--- src/rtl/core/smsort_pkg.sv ---
// Shared word types and widths for the stable merge sorter.
`timescale 1ns / 1ps

package smsort_pkg;

	localparam int DATA_W = 32;

	// Input word: one element of the sequence, last marks the end of the run
	typedef struct packed {
		logic signed [DATA_W-1:0] value;
		logic                     last;
	} in_word_t;

	// Output word: one element of the sorted run
	typedef struct packed {
		logic signed [DATA_W-1:0] value_res;
		logic                     last_res;
		logic                     overflow;
	} out_word_t;

endpackage

--- src/rtl/core/smsort_ram.sv ---
// Element RAM: one write port, two read ports with registered read data.
`timescale 1ns / 1ps

module smsort_ram #(
	parameter int DEPTH  = 64,
	parameter int ADDR_W = 6
) (
	input  logic                          clk,
	input  logic                          wr_en,
	input  logic [ADDR_W-1:0]             wr_addr,
	input  logic [smsort_pkg::DATA_W-1:0] wr_data,
	input  logic                          rd_en,
	input  logic [ADDR_W-1:0]             rd_addr_a,
	input  logic [ADDR_W-1:0]             rd_addr_b,
	output logic [smsort_pkg::DATA_W-1:0] rd_data_a,
	output logic [smsort_pkg::DATA_W-1:0] rd_data_b
);
	import smsort_pkg::*;

	logic [DATA_W-1:0] mem [DEPTH];

	// Write port
	always_ff @(posedge clk) begin
		if (wr_en) begin
			mem[wr_addr] <= wr_data;
		end
	end

	// Read ports; data holds while rd_en is low
	always_ff @(posedge clk) begin
		if (rd_en) begin
			rd_data_a <= mem[rd_addr_a];
			rd_data_b <= mem[rd_addr_b];
		end
	end

endmodule

--- config.mk ---
export PLATFORM = sky130hd
export DESIGN_NAME = smsort_ram
export DESIGN_NICKNAME = d
export VERILOG_FILES = /design/src/rtl/core/smsort_pkg.sv /design/src/rtl/core/smsort_ram.sv
export SDC_FILE = /design/constraint.sdc
export NUM_CORES = 2
export LEC_CHECK = 0
export BUFFER_PORTS_ARGS = -buffer_cell sky130_fd_sc_hd__buf_2
export CELL_PAD_IN_SITES_DETAIL_PLACEMENT = 1
export CELL_PAD_IN_SITES_GLOBAL_PLACEMENT = 1
export CORE_MARGIN = 2
export CORE_UTILIZATION = 40
export DETAILED_ROUTE_END_ITERATION = 10
export PLACE_DENSITY_LB_ADDON = 0.1
export SYNTH_ARGS = -nofsm -noshare
export SYNTH_HDL_FRONTEND = slang
export SYNTH_SLANG_ARGS = --single-unit
--- constraint.sdc ---
create_clock -name clk -period 10.4 [get_ports clk]
set_clock_uncertainty 0.2 [all_clocks]
set_input_delay 0 -clock clk [delete_from_list [all_inputs] [get_ports clk]]
set_output_delay 0 -clock clk [all_outputs]
set_load 0.02 [all_outputs]
==> metrics.md <==
| Metric | Value |
|---|---|
| Status | `finished, final reports clean` |
| Top-count cell post-synth | `edfxtp_1` |
| TritonRoute pass-1 iters | `7` |
| Setup ws final | `6.02 ns` |
| Crit Path Max Fanout | `67` |
| DRT iter0 DRCs | `6200` |
| CP Buf/Inv Count | `4` |
| Max Fclk | `0.228 GHz` |
| Family with the most delay on the worst path | `buffers and inverters` |
| VDD IR max | `0.000157 V` |
| Ys flop type | `edfxtp_1` |
| Power per Cell Area | `174 nW/um^2` |
| Switch share | `23.3%` |
| Vias in the first global route | `54.4k` |
| Die Y | `495 um` |
| Post-route antenna net violation count | `0` |
| Sink Count | `2112` |
| Synth warn | `0` |
| CP max-delay cell | `a21oi_1` |
| Synth Instances | `4412` |
| Worst stage delay on the critical path | `1.02 ns` |
| TNS Setup | `0 ns` |
| Worst-case clock buffer depth | `3` |
| Postcts setup bufs | `0` |
| Final std cells w/o fill | `8003` |
| Mapped Avg Cell Area | `21.8 um^2` |
| RSZ-0062 raised after global routing | `no` |
| Synth top cells by count | `edfxtp_1, mux4_2, mux2i_1` |
| GRT overflow | `0` |
| Part of the power in registers | `50.4%` |
| CP endpoint kind | `flip-flop` |
| Total I/O pin count | `117` |
| Fin crit period | `4.38 ns` |
| Core Area | `240000 um^2` |
| Syn Nets | `4465` |
| Placed Instances | `7515` |
| Post-Place Setup Slack | `5.44 ns` |
| CTS resizes | `0` |
| Combinational share of power | `8.4%` |
| Cts bufs inserted | `226` |
| LEAKAGE | `33.6 nW` |
| Measured slew at the worst slew-check pin | `1.37 ns` |
| Hold Path Class | `in2reg` |
| Post-DP HPWL | `182 mm` |
| Most used cell along the critical path | `buf_4` |
| Seq cells post-synth | `2112` |
| Area grow syn2layout | `12.7%` |
| Sequential area share after synthesis | `65.9%` |
| Net Sw Power | `4.40 mW` |
| Area contributors post-synth | `edfxtp_1, mux4_2, mux2i_1` |
| Worst skew pair latency | `0.87 ns` |
| Fillers | `21.7k` |
| Post-synth EDFFs | `2112` |
| Async SR Flop Fraction | `0%` |
| Share of cells above drive strength 1 | `37.8%` |
| Slew Viols, Final | `0` |
| Largest net degree at the start of global routing | `111` |
| Fin crit share | `42.2%` |
| Final count of hold timing violations | `0` |
| First-pass GRT wire length | `461 mm` |
| Die Wd | `495 um` |
| Worst setup path category | `in2reg` |
| Final nets | `4661` |
| Int Pwr | `14.5 mW` |
| Post-synth top area cell | `edfxtp_1` |
| Root Driver | `clkbuf_16` |
| RePlAce Congestion | `0.794` |
| Initial Util | `40.1%` |
| Worst path required time | `10.90 ns` |
| Drt drc | `0` |
| H-tree levels | `4` |
| MaxCap Viol Count | `0` |
| GRT Total Usage | `27.4%` |
| Initial antenna violation count | `36` |
| Total routed wirelength | `335 mm` |
| IO Port Bufs | `116` |
| Clk slew on worst S/H paths | `0.06 ns` |
| Worst EP arrival | `4.89 ns` |
| Routed len/inst | `41.8 um` |
| CTS tree | `yes` |
| Clock share of power | `41.3%` |
| Post-synth cell types | `37` |
| Worst setup SP type | `input pin` |
| Max-slew headroom | `8.60%` |
| Crit path cell chain | `dlygate4sd3_1 > buf_8 > buf_4 > buf_4 > mux2i_1 > a21oi_1 > nor2_1 > o22ai_1` |
| Syn Std Cell Area | `96300 um^2` |
| Die ar. | `245000 um^2` |
| Via count | `52.1k` |
| Row count | `180` |
| Synth top area share | `65.9%` |
| Vias per inst | `6.51` |
| Setup violators final | `0` |
-- power by group through the flow --
stage	Sequential [mW]	Combinational, mW	Clock [mW]
2_1_floorplan	9.70	0.903	0
3_3_place_gp	9.70	1.56	0
3_5_place_dp	9.70	1.57	0
4_1_cts	9.52	1.59	7.95
5_1_grt	9.53	1.66	8.23
6_report	9.52	1.58	7.81
-- worst reg2reg max path, cell delays in order (launching register included) --
cell and delay (ns):
edfxtp_1 0.41, mux4_2 0.49, mux4_2 0.51, o22ai_1 0.77, a21oi_1 0.33
-- placed cells by master (no fill, tap or decap), types with 4 or more instances in the layout --
cell type	netlist	final
a22oi_1	85	85
mux4_2	1124	1124
nor2_1	94	30
a211oi_1	15	15
mux2i_1	204	204
o221ai_1	16	16
and2_1	6	4
dlygate4sd3_1	0	48
a221oi_1	13	13
nor2b_1	19	13
a32oi_1	9	9
nand3b_1	6	6
a21oi_1	58	58
edfxtp_1	2112	2112
buf_2	121	105
o22ai_1	56	56
nand2_1	93	91
diode_2	0	25
buf_4	55	140
nand2b_1	8	7
clkinvlp_4	0	6
o211ai_1	27	27
mux2_2	36	36
clkbuf_16	0	233
o21ai_1	31	31
clkinv_2	0	46
nor2_4	0	63
o21ai_0	18	18
clkinv_1	0	58
bufinv_16	0	15
o32a_1	9	9
buf_8	0	6
nand3_1	9	9
clkbuf_1	135	52
buf_12	0	12
-- path summary, 6_finish.rpt --
check                    start             to  slack [ns]  depth (start not counted)
setup / recovery  rd_addr_a[1]  rd_data_a[19]        6.02                          8
hold / removal      wr_addr[5]    mem[54][27]        0.06                          4
setup reg to reg   mem[63][10]  rd_data_b[10]        7.33                          4
hold reg to reg    mem[36][13]  rd_data_a[13]        0.76                          4
-- cells by family (layout without fill, tap and decap cells) --
logic type / after synthesis / after routing / share of synthesized area (%)
buf+inv: 348 / 729 / 1.81
simple gates: 248 / 248 / 1.13
mux: 1364 / 1364 / 28.8
flops: 2112 / 2112 / 65.9
compound gates: 340 / 340 / 2.38
other cells: 0 / 25 / 0
-- state kept, by name, indices dropped and copies added (netlist names) --
signal,flops
rd_data_a,32
mem,2048
rd_data_b,32
-- stage by stage --
stage               utilization (%)  total power, mW  instance area (um^2)  hold WS, ns
detailed placement             42.1             11.3                101000        0.245
global route                   45.2             19.4                109000       0.0762
global placement               42.1             11.3                101000        0.247
finish                         45.2             18.9                109000       0.0638
CTS                            45.2             19.1                109000       0.0224
floorplan                         -             10.6                 96300       -0.101
-- layer usage --
metal / vias to the layer above / routed length, um / GRT usage, %
met1: 29500 / 143000 / 39.8
met4: 6 / 9720 / 7.87
met2: 2189 / 157000 / 42.9
met3: 425 / 24000 / 4.69
met5: - / 46 / 0
li1: 20000 / - / -
-- repair_timing --
item                                    4_1_cts  5_1_grt
endpoints found under the hold margin      2164        0
hold buffers                                 49        0
endpoints found under the setup margin        0        0
-- cell type report --
type | count | area, um^2 | share of cell area [%]
Sequential cell | 2112 | 63400 | 58.4
Multi-Input combinational cell | 1952 | 31700 | 29.2
Clock buffer | 285 | 6030 | 5.55
Tap cell | 3185 | 3990 | 3.67
Timing Repair Buffer | 315 | 2430 | 2.24
Clock inverter | 128 | 985 | 0.907
Antenna cell | 25 | 62.6 | 0.0576
Inverter | 1 | 3.75 | 0.00346
No activity file was read; power rests on OpenSTA's default activity.
